===== src/sv/bhtq_pkg.sv =====
// Package for the binary heap timer queue: sizes, codes and word types.
// Depends on nothing; every other file imports it.
`timescale 1ns / 1ps

package bhtq_pkg;
    localparam int CAPACITY  = 64;
    localparam int TIMER_IDS = 256;
    localparam int PW        = $clog2(CAPACITY + 1);
    localparam int SW        = $clog2(CAPACITY);
    localparam int IW        = $clog2(TIMER_IDS);
    localparam logic [31:0] EMPTY_WAIT_RST = 32'd100000;

    typedef enum logic [1:0] {
        F_INSERT = 2'd0,
        F_REMOVE = 2'd1,
        F_RUN    = 2'd2,
        F_PEEK   = 2'd3
    } t_func;

    localparam logic [1:0] ST_OK     = 2'd0;
    localparam logic [1:0] ST_ABSENT = 2'd1;
    localparam logic [1:0] ST_FULL   = 2'd2;

    typedef struct packed {
        logic [1:0]  func;
        logic [7:0]  timer_id;
        logic [31:0] wake_ms;
        logic [31:0] now;
    } t_in_word;

    typedef struct packed {
        logic [1:0]  status;
        logic        fired;
        logic [7:0]  expired_id;
        logic [6:0]  heap_position;
        logic [31:0] time_value;
        logic        last;
    } t_out_word;

    typedef struct packed {
        logic [IW-1:0] id;
        logic [31:0]   t;
    } t_entry;
endpackage


===== src/sv/bhtq_if.sv =====
// Valid/ready channel interfaces carrying one input or one result word.
// Depends on bhtq_pkg.
`timescale 1ns / 1ps

interface bhtq_in_if import bhtq_pkg::*; ();
    logic     valid;
    logic     ready;
    t_in_word data;
    modport source (output valid, output data, input ready);
    modport sink   (input valid, input data, output ready);
endinterface

interface bhtq_out_if import bhtq_pkg::*; ();
    logic      valid;
    logic      ready;
    t_out_word data;
    modport source (output valid, output data, input ready);
    modport sink   (input valid, input data, output ready);
endinterface


===== src/sv/binary_heap_timer_queue_core.sv =====
// Top level of the binary heap timer queue: sequencer, heap memory and
// position table. Depends on bhtq_pkg and the interfaces in bhtq_if.
`timescale 1ns / 1ps

// Channel   Direction  Handshake     Content
// in        sink       valid/ready   func, timer_id, wake_ms, now
// out       source     valid/ready   status, fired, expired_id, heap_position,
//                                    time_value, last
// cfg       write      i_cfg_we      empty_wait
//
// One word is worked at a time. The heap lives in a single-port memory with
// a registered read; a sift level going up reads the parent, waits, then
// compares and writes, and going down reads the children, picks the smaller,
// then compares and writes. Each expired timer is reported one pop late, so
// that the last one can carry the wait. After reset a clearing pass zeroes
// the position table, during which no input word is accepted. Result words
// are held in an output register; a stalled output simply holds the sequencer.
module binary_heap_timer_queue_core
    import bhtq_pkg::*;
(
    input  logic        i_clk,
    input  logic        i_rst_n,
    input  logic        i_cfg_we,
    input  logic [31:0] i_cfg_data,
    bhtq_in_if.sink     in_ch,
    bhtq_out_if.source  out_ch
);
    typedef enum logic [4:0] {
        S_CLEAR, S_IDLE, S_POS_RD, S_POS_WT, S_DISPATCH,
        S_UP_RD, S_UP_WT, S_UP_CMP,
        S_DN_RD1, S_DN_RD2, S_DN_WT, S_DN_CMP,
        S_PLACE, S_LAST_RD, S_LAST_WT, S_REMOVE,
        S_RUN_RD, S_RUN_WT, S_RUN_CHK, S_EMIT, S_PEEK_RD, S_PEEK_WT
    } t_state;

    t_state r_state;
    logic [31:0] r_empty_wait;

    // Heap memory, slot 1..CAPACITY stored at address slot-1.
    t_entry r_heap [CAPACITY];
    t_entry r_heap_q;
    logic [SW-1:0] heap_addr;
    logic          heap_we;
    t_entry        heap_wd;

    // Position table, value 0 means absent.
    logic [PW-1:0] r_pos [TIMER_IDS];
    logic [PW-1:0] r_pos_q;
    logic [IW-1:0] pos_addr;
    logic          pos_we;
    logic [PW-1:0] pos_wd;

    // A result word that reports no expired timer.
    function automatic t_out_word result_word(input logic [1:0] st,
                                              input logic [PW-1:0] pos,
                                              input logic [31:0] tv);
        t_out_word w;
        w.status        = st;
        w.fired         = 1'b0;
        w.expired_id    = 8'd0;
        w.heap_position = 7'(pos);
        w.time_value    = tv;
        w.last          = 1'b1;
        return w;
    endfunction

    // A result word that reports an expired timer.
    function automatic t_out_word fired_word(input logic [IW-1:0] id,
                                             input logic lst,
                                             input logic [31:0] tv);
        t_out_word w;
        w.status        = ST_OK;
        w.fired         = 1'b1;
        w.expired_id    = 8'(id);
        w.heap_position = 7'd0;
        w.time_value    = tv;
        w.last          = lst;
        return w;
    endfunction

    always_ff @(posedge i_clk) begin
        if (heap_we) begin
            r_heap[heap_addr] <= heap_wd;
        end
        r_heap_q <= r_heap[heap_addr];
    end

    always_ff @(posedge i_clk) begin
        if (pos_we) begin
            r_pos[pos_addr] <= pos_wd;
        end
        r_pos_q <= r_pos[pos_addr];
    end

    always_ff @(posedge i_clk) begin
        if (!i_rst_n) begin
            r_empty_wait <= EMPTY_WAIT_RST;
        end else if (i_cfg_we) begin
            r_empty_wait <= i_cfg_data;
        end
    end

    t_in_word      r_in;
    logic [PW-1:0] r_count;
    logic [PW-1:0] r_i;      // hole slot
    logic [PW:0]   r_j;      // child slot under test
    t_entry        r_key;    // entry being sifted
    t_entry        r_a;      // first child / parent read
    logic [IW-1:0] r_clr;
    logic          r_fired_any;
    logic          r_ovalid;
    t_out_word     r_out;
    logic          r_is_run;
    logic [IW-1:0] r_fid;    // timer being removed, also the last one popped

    // Memory access decode.
    always_comb begin
        heap_addr = '0;
        heap_we   = 1'b0;
        heap_wd   = r_key;
        pos_addr  = r_in.timer_id[IW-1:0];
        pos_we    = 1'b0;
        pos_wd    = '0;
        case (r_state)
            S_CLEAR: begin
                pos_addr = r_clr;
                pos_we   = 1'b1;
            end
            S_UP_RD:   heap_addr = SW'((r_i >> 1) - PW'(1));
            S_DN_RD1:  heap_addr = SW'(r_j - (PW+1)'(1));
            S_DN_RD2:  heap_addr = SW'(r_j);
            S_LAST_RD: heap_addr = SW'(r_count - PW'(1));
            S_RUN_RD, S_PEEK_RD: heap_addr = '0;
            S_UP_CMP: begin
                if (r_a.t > r_key.t) begin
                    heap_addr = SW'(r_i - PW'(1));
                    heap_we   = 1'b1;
                    heap_wd   = r_a;
                    pos_addr  = r_a.id;
                    pos_we    = 1'b1;
                    pos_wd    = r_i;
                end
            end
            S_DN_CMP: begin
                if (r_key.t > r_a.t) begin
                    heap_addr = SW'(r_i - PW'(1));
                    heap_we   = 1'b1;
                    heap_wd   = r_a;
                    pos_addr  = r_a.id;
                    pos_we    = 1'b1;
                    pos_wd    = r_i;
                end
            end
            S_PLACE: begin
                heap_addr = SW'(r_i - PW'(1));
                heap_we   = 1'b1;
                heap_wd   = r_key;
                pos_addr  = r_key.id;
                pos_we    = 1'b1;
                pos_wd    = r_i;
            end
            S_REMOVE: begin
                pos_addr = r_fid;
                pos_we   = 1'b1;
                pos_wd   = '0;
            end
            default: ;
        endcase
    end

    logic [32:0] wait_d;
    logic [31:0] run_wait;
    assign wait_d   = {1'b0, r_heap_q.t} - {1'b0, r_in.now} + 33'd1;
    assign run_wait = (r_count == '0) ? r_empty_wait :
                      (wait_d[32] ? 32'hFFFF_FFFF : wait_d[31:0]);

    assign in_ch.ready  = (r_state == S_IDLE) && !r_ovalid;
    assign out_ch.valid = r_ovalid;
    assign out_ch.data  = r_out;

    always_ff @(posedge i_clk) begin
        if (!i_rst_n) begin
            r_state  <= S_CLEAR;
            r_clr    <= '0;
            r_count  <= '0;
            r_ovalid <= 1'b0;
        end else begin
            if (r_ovalid && out_ch.ready) begin
                r_ovalid <= 1'b0;
            end
            case (r_state)
                S_CLEAR: begin
                    r_clr <= r_clr + IW'(1);
                    if (r_clr == IW'(TIMER_IDS - 1)) begin
                        r_state <= S_IDLE;
                    end
                end
                S_IDLE: begin
                    if (in_ch.valid && in_ch.ready) begin
                        r_in        <= in_ch.data;
                        r_fired_any <= 1'b0;
                        r_is_run    <= 1'b0;
                        r_state     <= S_POS_RD;
                    end
                end
                S_POS_RD: r_state <= S_POS_WT;
                S_POS_WT: r_state <= S_DISPATCH;
                S_DISPATCH: begin
                    case (r_in.func)
                        F_INSERT: begin
                            r_key <= '{id: r_in.timer_id[IW-1:0], t: r_in.wake_ms};
                            if (r_pos_q == '0 || r_pos_q > r_count) begin
                                if (r_count == PW'(CAPACITY)) begin
                                    r_out    <= result_word(ST_FULL, '0, 32'd0);
                                    r_ovalid <= 1'b1;
                                    r_state  <= S_IDLE;
                                end else begin
                                    r_count <= r_count + PW'(1);
                                    r_i     <= r_count + PW'(1);
                                    r_state <= S_UP_RD;
                                end
                            end else begin
                                r_i     <= r_pos_q;
                                r_state <= S_UP_RD;
                            end
                        end
                        F_REMOVE: begin
                            if (r_pos_q == '0 || r_pos_q > r_count) begin
                                r_out    <= result_word(ST_ABSENT, '0, 32'd0);
                                r_ovalid <= 1'b1;
                                r_state  <= S_IDLE;
                            end else begin
                                r_i     <= r_pos_q;
                                r_fid   <= r_in.timer_id[IW-1:0];
                                r_state <= S_REMOVE;
                            end
                        end
                        F_RUN: begin
                            r_is_run <= 1'b1;
                            r_state  <= S_RUN_RD;
                        end
                        default: r_state <= S_PEEK_RD;
                    endcase
                end
                // Sift up: move larger parents down into the hole.
                S_UP_RD: begin
                    if (r_i > PW'(1)) begin
                        r_state <= S_UP_WT;
                    end else begin
                        r_j     <= {r_i, 1'b0};
                        r_state <= S_DN_RD1;
                    end
                end
                S_UP_WT: begin
                    r_a     <= r_heap_q;
                    r_state <= S_UP_CMP;
                end
                S_UP_CMP: begin
                    if (r_a.t > r_key.t) begin
                        r_i     <= r_i >> 1;
                        r_state <= S_UP_RD;
                    end else begin
                        r_j     <= {r_i, 1'b0};
                        r_state <= S_DN_RD1;
                    end
                end
                // Sift down: pick the smaller child, move it up if needed.
                S_DN_RD1: begin
                    r_state <= (r_j <= {1'b0, r_count}) ? S_DN_RD2 : S_PLACE;
                end
                S_DN_RD2: begin
                    r_a <= r_heap_q;
                    r_state <= (r_j < {1'b0, r_count}) ? S_DN_WT : S_DN_CMP;
                end
                S_DN_WT: begin
                    if (r_a.t > r_heap_q.t) begin
                        r_a <= r_heap_q;
                        r_j <= r_j + (PW+1)'(1);
                    end
                    r_state <= S_DN_CMP;
                end
                S_DN_CMP: begin
                    if (r_key.t > r_a.t) begin
                        r_i     <= PW'(r_j);
                        r_j     <= {r_j[PW-1:0], 1'b0};
                        r_state <= S_DN_RD1;
                    end else begin
                        r_state <= S_PLACE;
                    end
                end
                S_PLACE: begin
                    if (r_is_run) begin
                        r_state <= S_RUN_RD;
                    end else begin
                        r_out <= result_word(ST_OK,
                                             (r_in.func == F_INSERT) ? r_i : PW'(0),
                                             32'd0);
                        r_ovalid <= 1'b1;
                        r_state  <= S_IDLE;
                    end
                end
                // Remove r_fid at slot r_i: clear its position, refill hole.
                S_REMOVE: begin
                    r_state <= S_LAST_RD;
                end
                S_LAST_RD: r_state <= S_LAST_WT;
                S_LAST_WT: begin
                    r_key   <= r_heap_q;
                    r_count <= r_count - PW'(1);
                    if (r_i <= r_count - PW'(1)) begin
                        r_state <= S_UP_RD;
                    end else if (r_is_run) begin
                        r_state <= S_RUN_RD;
                    end else begin
                        // The removed timer sat in the last slot; no sift.
                        r_out    <= result_word(ST_OK, '0, 32'd0);
                        r_ovalid <= 1'b1;
                        r_state  <= S_IDLE;
                    end
                end
                // The output register is free before the check goes on.
                S_RUN_RD: begin
                    if (!r_ovalid || out_ch.ready) begin
                        r_state <= S_RUN_WT;
                    end
                end
                S_RUN_WT: r_state <= S_RUN_CHK;
                S_RUN_CHK: begin
                    if (r_count != '0 && r_heap_q.t <= r_in.now) begin
                        // The timer popped before this one goes out now.
                        if (r_fired_any) begin
                            r_out    <= fired_word(r_fid, 1'b0, 32'd0);
                            r_ovalid <= 1'b1;
                        end
                        r_fired_any <= 1'b1;
                        r_fid   <= r_heap_q.id;
                        r_i     <= PW'(1);
                        r_state <= S_EMIT;
                    end else begin
                        if (r_fired_any) begin
                            r_out <= fired_word(r_fid, 1'b1, run_wait);
                        end else begin
                            r_out <= result_word(ST_OK, '0, run_wait);
                        end
                        r_ovalid <= 1'b1;
                        r_state  <= S_IDLE;
                    end
                end
                // A spare state before the removal of the popped timer.
                S_EMIT: begin
                    r_state <= S_REMOVE;
                end
                S_PEEK_RD: r_state <= S_PEEK_WT;
                S_PEEK_WT: begin
                    r_out <= result_word(ST_OK, '0,
                                         (r_count == '0) ? 32'd0 : r_heap_q.t);
                    r_ovalid <= 1'b1;
                    r_state  <= S_IDLE;
                end
                default: r_state <= S_IDLE;
            endcase
        end
    end
endmodule

===== src/flat_wrapper.sv =====
// flat-port wrapper written by rule: the top's interface ports become plain ports
module binary_heap_timer_queue_core_flat import bhtq_pkg::*;
  (i_clk, i_rst_n, i_cfg_we, i_cfg_data, in_ch_valid, in_ch_data, in_ch_ready, out_ch_valid, out_ch_data, out_ch_ready);
  bhtq_in_if in_ch_i ();
  bhtq_out_if out_ch_i ();
  input  logic i_clk;
  input  logic i_rst_n;
  input  logic i_cfg_we;
  input  logic [31:0] i_cfg_data;
  input wire logic [$bits(in_ch_i.valid)-1:0] in_ch_valid;
  input wire logic [$bits(in_ch_i.data)-1:0] in_ch_data;
  output wire logic [$bits(in_ch_i.ready)-1:0] in_ch_ready;
  output wire logic [$bits(out_ch_i.valid)-1:0] out_ch_valid;
  output wire logic [$bits(out_ch_i.data)-1:0] out_ch_data;
  input wire logic [$bits(out_ch_i.ready)-1:0] out_ch_ready;
  assign in_ch_i.valid = in_ch_valid;
  assign in_ch_i.data = in_ch_data;
  assign in_ch_ready = in_ch_i.ready;
  assign out_ch_valid = out_ch_i.valid;
  assign out_ch_data = out_ch_i.data;
  assign out_ch_i.ready = out_ch_ready;
  binary_heap_timer_queue_core u_core (.i_clk(i_clk), .i_rst_n(i_rst_n), .i_cfg_we(i_cfg_we), .i_cfg_data(i_cfg_data), .in_ch(in_ch_i), .out_ch(out_ch_i));
endmodule

===== config.mk =====
export PLATFORM = sky130hd
export DESIGN_NAME = binary_heap_timer_queue_core_flat
export DESIGN_NICKNAME = d
export VERILOG_FILES = /design/src/sv/bhtq_pkg.sv /design/src/sv/bhtq_if.sv /design/src/sv/binary_heap_timer_queue_core.sv /design/src/flat_wrapper.sv
export SDC_FILE = /design/constraint.sdc
export NUM_CORES = 2
export LEC_CHECK = 0
export BUFFER_PORTS_ARGS = -buffer_cell sky130_fd_sc_hd__buf_2
export CAP_MARGIN = 40
export CORE_MARGIN = 4
export CORE_UTILIZATION = 30
export CTS_CLUSTER_DIAMETER = 50
export CTS_CLUSTER_SIZE = 30
export DETAILED_ROUTE_END_ITERATION = 8
export HOLD_SLACK_MARGIN = 0.05
export PLACE_DENSITY_LB_ADDON = 0.08
export SYNTH_ARGS = -nofsm -noshare
export SYNTH_HDL_FRONTEND = slang
export SYNTH_MEMORY_MAX_BITS = 65536
export SYNTH_SLANG_ARGS = --single-unit
export TNS_END_PERCENT = 30

===== constraint.sdc =====
create_clock -name i_clk -period 10.5 [get_ports i_clk]
set_clock_uncertainty 0.1 [all_clocks]
set_input_delay 1.05 -clock i_clk [delete_from_list [all_inputs] [get_ports i_clk]]
set_output_delay 1.05 -clock i_clk [all_outputs]
set_load 0.02 [all_outputs]

; ---- Word-level counts from Yosys, hierarchy flattened
; Memories as Yosys holds them, arrays and structs flattened. A register that Yosys moved wholly into a read port is not among the register bits.
; Index checks and enable logic that the tools add are counted.
[word_totals]
ram_bits = 4352
in_bits = 111
mem_count = 2
word_cells = 217
ff_bits = 283
out_inout_bits = 53
[mem_list]
columns = memory, depth, word_bits, read_ports, rd_clocked_by_memory_dff, wr, line
row1 = u_core.r_heap, 64, 40, 1, 1, 1, binary_heap_timer_queue_core.sv:40  ; t_entry r_heap [CAPACITY];
row2 = u_core.r_pos, 256, 7, 1, 1, 1, binary_heap_timer_queue_core.sv:47  ; logic [PW-1:0] r_pos [TIMER_IDS];
[classes]
mux = 90
addsub = 9
reduce_logical = 33
eq_ne = 50
magnitude_cmp = 9
[ops]
columns = operator, n
row1 = 51-bit 2-to-1 mux, 8
row2 = 51-bit case mux with 5 select lines, 1
row3 = 40-bit case mux with 2 select lines, 3
row4 = 40-bit 2-to-1 mux, 4
row5 = 5-bit case mux with 21 select lines, 1
row6 = 51-bit case mux with 2 select lines, 1
row7 = 32-bit > comparator, 3
row8 = 32-bit 2-to-1 mux, 3
row9 = 7-bit 2-to-1 mux, 11
row10 = 8-bit 2-to-1 mux, 9
row11 = 49-bit 2-to-1 mux, 1
row12 = 6-bit case mux with 7 select lines, 1
row13 = "5-bit by 4-bit == test with 1-bit output, second input constant", 8
row14 = 8-bit case mux with 5 select lines, 1
row15 = "33-bit by 1-bit adder with 33-bit output, second input constant", 1
row16 = 32-bit by 32-bit subtractor with 33-bit output, 1
row17 = 32-bit <= comparator, 1
row18 = 8-bit case mux with 4 select lines, 1
row19 = "5-bit == test, second input constant", 6
row20 = 5-bit 2-to-1 mux, 6
row21 = 7-bit case mux with 2 select lines, 2
row22 = 7-bit case mux with 4 select lines, 1
row23 = 7-bit case mux with 3 select lines, 1
row24 = "5-bit by 3-bit == test with 1-bit output, second input constant", 4
row25 = 48 further kinds, 112

; ---- Depth between registers and ports, before layout
[logic_depth]
word_depth = 7
ltp_mapped = 21
ltp_nobuf = 19

; ---- Worst setup path after synthesis
; OpenSTA, ideal clock, no wires.
[synth_path]
kind = register to register
from = register u_core.r_count[0]
to = register u_core.r_out, in the netlist u_core.out_ch.data[0], enable pin
setup_time_ns = 0.732
synth_period_minus_slack_ns = 11.122
path_buffers = 1
path_slack_ns = -0.622
required_time_ns = 9.668
arrival_time_ns = 10.289
stages_incl_launch_ff = 13
cell_sequence = dfxtp_1 -> inv_1 -> ha_1 -> and3_1 -> and3_1 -> clkbuf_1 -> xnor2_1 -> ha_1 -> nand4_1 -> o21ai_0 -> o22a_1 -> o21ai_0 -> a2111oi_0
[synth_via]
elab_chain_len = 4
word_cells_on_any_way = 13
cone_classes = add/sub (1) / order compare (2) / eq/ne (6) / reduce/logical (4)
[synth_rtl]
columns = element, line
row1 = "start, declared", binary_heap_timer_queue_core.sv:104  ; logic [PW-1:0] r_count;
row2 = "start signal, assigned", binary_heap_timer_queue_core.sv:218  ; r_count <= r_count + PW'(1);
row3 = "start signal, assigned", binary_heap_timer_queue_core.sv:309  ; r_count <= r_count - PW'(1);
row4 = "7-bit by 1-bit subtractor with 7-bit output, or another cell as far along", -
row5 = "7-bit <= comparator, or another cell as far along", binary_heap_timer_queue_core.sv:310  ; if (r_i <= r_count - PW'(1)) begin
row6 = 2-bit != test (no line) or 3-bit by 2-bit != test with 1-bit output (tied branches), -
row7 = 10-bit AND reduction (no line) *, -
row8 = "end signal, assigned", binary_heap_timer_queue_core.sv:316  ; r_out <= result_word(ST_OK, '0, 32'd0);
row9 = "end signal, assigned", binary_heap_timer_queue_core.sv:332  ; r_out <= fired_word(r_fid, 1'b0, 32'd0);
row10 = "end signal, assigned", binary_heap_timer_queue_core.sv:341  ; r_out <= fired_word(r_fid, 1'b1, run_wait);
row11 = "end, declared", binary_heap_timer_queue_core.sv:112  ; t_out_word r_out;
; Mark *: on every way between the ends. The rest lies on a longest branch, timed or not.
; A chain may end at the register's enable or synchronous reset.

; ---- Worst setup path in the final report
[layout_path]
from = register u_core.r_state[0]
to = register, netlist name u_core.r_heap_q[28]
[layout_via]
elab_chain_len = 2
word_cells_on_any_way = 8
cone_classes = eq/ne (7) / mux (1)
[layout_rtl]
columns = element, line
row1 = "start, declared", binary_heap_timer_queue_core.sv:36  ; t_state r_state;
row2 = "start signal, assigned", binary_heap_timer_queue_core.sv:269  ; r_state <= (r_j <= {1'b0, r_count}) ? S_DN_RD2 : S_PLACE;
row3 = "start signal, assigned", binary_heap_timer_queue_core.sv:273  ; r_state <= (r_j < {1'b0, r_count}) ? S_DN_WT : S_DN_CMP;
row4 = 5-bit by 4-bit == test with 1-bit output or 5-bit by 3-bit == test with 1-bit output (tied branches), binary_heap_timer_queue_core.sv:124  ; case (r_state)
row5 = 6-bit case mux with 7 select lines *, binary_heap_timer_queue_core.sv:124
; Marked as above.

==> summary.md <==
| Metric | Value |
|---|---|
| Minimum clock period | `7280 ps` |
| CP Launch Type | `register` |
| Data arrival, critical path | `7950 ps` |
| # setup viols final | `0` |
| Antenna-violating nets left | `0` |
| Hold endpoint | `u_core.r_in[48]` |
| Synth top area cells | `edfxtp_1, a22oi_1, nand2_1` |
| Fin nets | `12715` |
| Starting density of the core | `30.1%` |
| Worst setup EP type | `register` |
| Fin crit share | `69.3%` |
| Reg2reg end | `u_core.r_heap_q[28]` |
| Commonest non-fill, non-tap cell in the layout | `edfxtp_1` |
| Max cap viols | `0` |
| Final instance area | `216000 um^2` |
| Yosys top cell area share | `75.8%` |
| 1st-pass router iterations | `7` |
| Post-DP HPWL | `451 mm` |
| Ys Warns | `0` |
| Area grow syn2layout | `19.2%` |
| Netlist cell types | `91` |
| RSZ-0062 raised after global routing | `false` |
| Row count | `285` |
| Post-synth EDFFs | `4582` |
| Drt first-iter violations | `12984` |
| Fraction of layout cells with a size suffix above 1 | `15.5%` |
| Pins Over Slew Limit | `0` |
| HP Class | `in -> reg` |
| Worst stage delay on the critical path | `930 ps` |
| Type of the worst setup path | `reg -> reg` |
| Per-cell routed wire length | `33.7 um` |
| Maximum vdd drop | `172 uV` |
| DRT Wirelength | `706 mm` |
| RD Place Congestion | `0.852` |
| Top_reg_cell synth | `edfxtp_1` |
| Setup TNS | `0 ps` |
| CTS clk-pin slew, worst paths | `60 ps` |
| Worst Tran Pin Value | `1120 ps` |
| H-tree level count | `6` |
| Port bufs | `163` |
| Hold path startpoint | `in_ch_data[48]` |
| CTS Root Cell | `clkbuf_16` |
| Lkg Pwr | `69.9 nW` |
| First-pass GRT wire length | `964 mm` |
| CP top delay family | `simple AND/OR/NAND/NOR gates` |
| Synth area leader | `edfxtp_1` |
| WHS Path Cells | `1` |
| Die Wd | `786 um` |
| Async S/R FF share, synth | `0%` |
| Pwr dens | `191 nW/um^2` |
| Via count | `113581` |
| Max Freq | `0.137 GHz` |
| Largest net degree at the start of global routing | `179` |
| Worst-path fanout max | `26` |
| Syn avg cell area | `15.4 um^2` |
| Synthesized flop and latch total | `4682` |
| CP startpoint | `u_core.r_state[0]` |
| Vias per cell | `5.43` |
| CTS Sinks | `4682` |
| FF-to-FF Start | `u_core.r_state[0]` |
| Grt ovf | `0` |
| Crit-path cells | `clkinv_1, or2_2, nor3_1, buf_2, or3_1, buf_4, a221o_1, nor2_2, buf_8, nand2_4, buf_4, a41oi_1, nor4_1, nand3_1` |
| Io pins | `164` |
| WP depth | `14` |
| Status | `finished, final reports clean` |
| Remaining routing DRC violations | `0` |
| Die area | `618000 um^2` |
| Number of global-route vias before repair | `111602` |
| CTS tree | `built` |
| Dpl cell area | `197000 um^2` |
| CTS resizes | `0` |
| Final Hold Viols | `0` |
| Initial antenna violation count | `80` |
| Register area share after synthesis | `76.9%` |
| Post-synthesis net count | `12106` |
| Die Y-Extent | `786 um` |
| Worst path bufs/invs | `5` |
| Slowest CP cell | `dfxtp_1` |
| R2R Setup Slk | `3220 ps` |
| Fill count | `57010` |
| Gr usage total | `22.2%` |
| Netlist Area Pre-Place | `182000 um^2` |
| CTS Buf Count | `547` |
| Slew headroom | `25.4%` |
| Most frequent cells in the layout | `edfxtp_1, nand2_1, a22oi_1, nand3_1, clkbuf_16` |
| R2R cell count | `14` |
| CP required | `11170 ps` |
| Insertion delay to the later sink of the worst-skew pair | `1070 ps` |
| Core Region | `603000 um^2` |
| CTS max path bufs | `4` |
| Most used cell, CP | `buf_4` |
| Cells after Synth | `11822` |
per-layer routing:
metal	routed length (um)	up-vias	global-route usage [%]
li1	-	47959	-
met1	320000	60336	32.2
met4	16900	18	4.97
met3	46200	846	3.44
met5	127	-	0
met2	323000	4422	35.0
repair_timing:
item	CTS	global route
hold buffers	52	0
setup buffers	0	0
hold endpoints to repair	52	0
where the power goes:
part	switching [mW]	internal, mW	leakage (nW)	total (mW)
combinational	0.695	0.280	17.6	0.974
clock	8.41	11.6	9.16	20.0
sequential	0.0411	20.2	43.1	20.3
stage by stage:
stage	std cells	setup WS, ps	utilization (%)	power (mW)	hold slack, ps
floorplan	11822	909	-	21.2	321
global placement	19693	2430	32.3	21.6	374
detailed placement	19861	3220	32.6	21.6	374
CTS	20914	3240	35.9	41.7	50.3
global route	20922	2860	35.9	42.5	95.0
finish	20935	3220	35.9	41.2	162
Yosys cell counts, types with 24 or more instances:
cell type	n
ha_1	157
o221ai_1	31
and3_1	85
inv_1	148
xnor2_1	30
a31oi_1	101
nand2_1	1745
mux2_2	51
and2_1	25
xor2_1	24
buf_1	74
a311oi_1	34
edfxtp_1	4582
dfxtp_1	100
o211ai_1	36
mux2i_1	111
a32oi_1	64
nand4_1	198
buf_2	207
a41oi_1	227
clkbuf_1	420
nand3_1	762
a22oi_1	1232
mux4_2	50
o21ai_0	110
a21oi_1	185
a22o_1	37
nor3_1	87
a221oi_1	40
nor4_1	70
nor2_1	466
state kept, by name, indices dropped and copies added (netlist names):
name and flops:
u_core.out_ch.data 51, u_core.out_ch.valid 1, u_core.r_a 40, u_core.r_clr 8
u_core.r_count 7, u_core.r_empty_wait 32, u_core.r_fid 8, u_core.r_fired_any 1
u_core.r_heap 2560, u_core.r_heap_q 40, u_core.r_i 7, u_core.r_in 74
u_core.r_is_run 1, u_core.r_j 8, u_core.r_key 40, u_core.r_pos 1792
u_core.r_pos_q 7, u_core.r_state 5
cell families after synthesis:
kind of cell | share of synthesized area [%]
buf+inv | 2.12
fa+ha+maj | 1.26
compound gates | 9.33
mux | 1.59
flops | 76.9
xor+xnor | 0.260
simple gates | 8.59
final cells by class:
type / count / area (um^2) / share of cell area, %
inverters: 153 / 574 / 0.265
clock buffers: 621 / 14200 / 6.58
multi-input cells: 6247 / 39800 / 18.4
clock inverters: 380 / 4790 / 2.21
diodes: 16 / 40.0 / 0.0185
well taps: 8036 / 10100 / 4.65
flip-flops and latches: 4682 / 140000 / 64.5
repair buffers: 800 / 7360 / 3.40
worst max-delay path by stage:
stage                                end
floorplan             u_core.r_pos[0][0]
global placement     u_core.r_heap_q[32]
finish               u_core.r_heap_q[28]
global route        u_core.r_pos[112][5]
detailed placement     u_core.r_pos_q[4]
CTS                    u_core.r_pos_q[4]
Power figures use the tool's default switching activity.
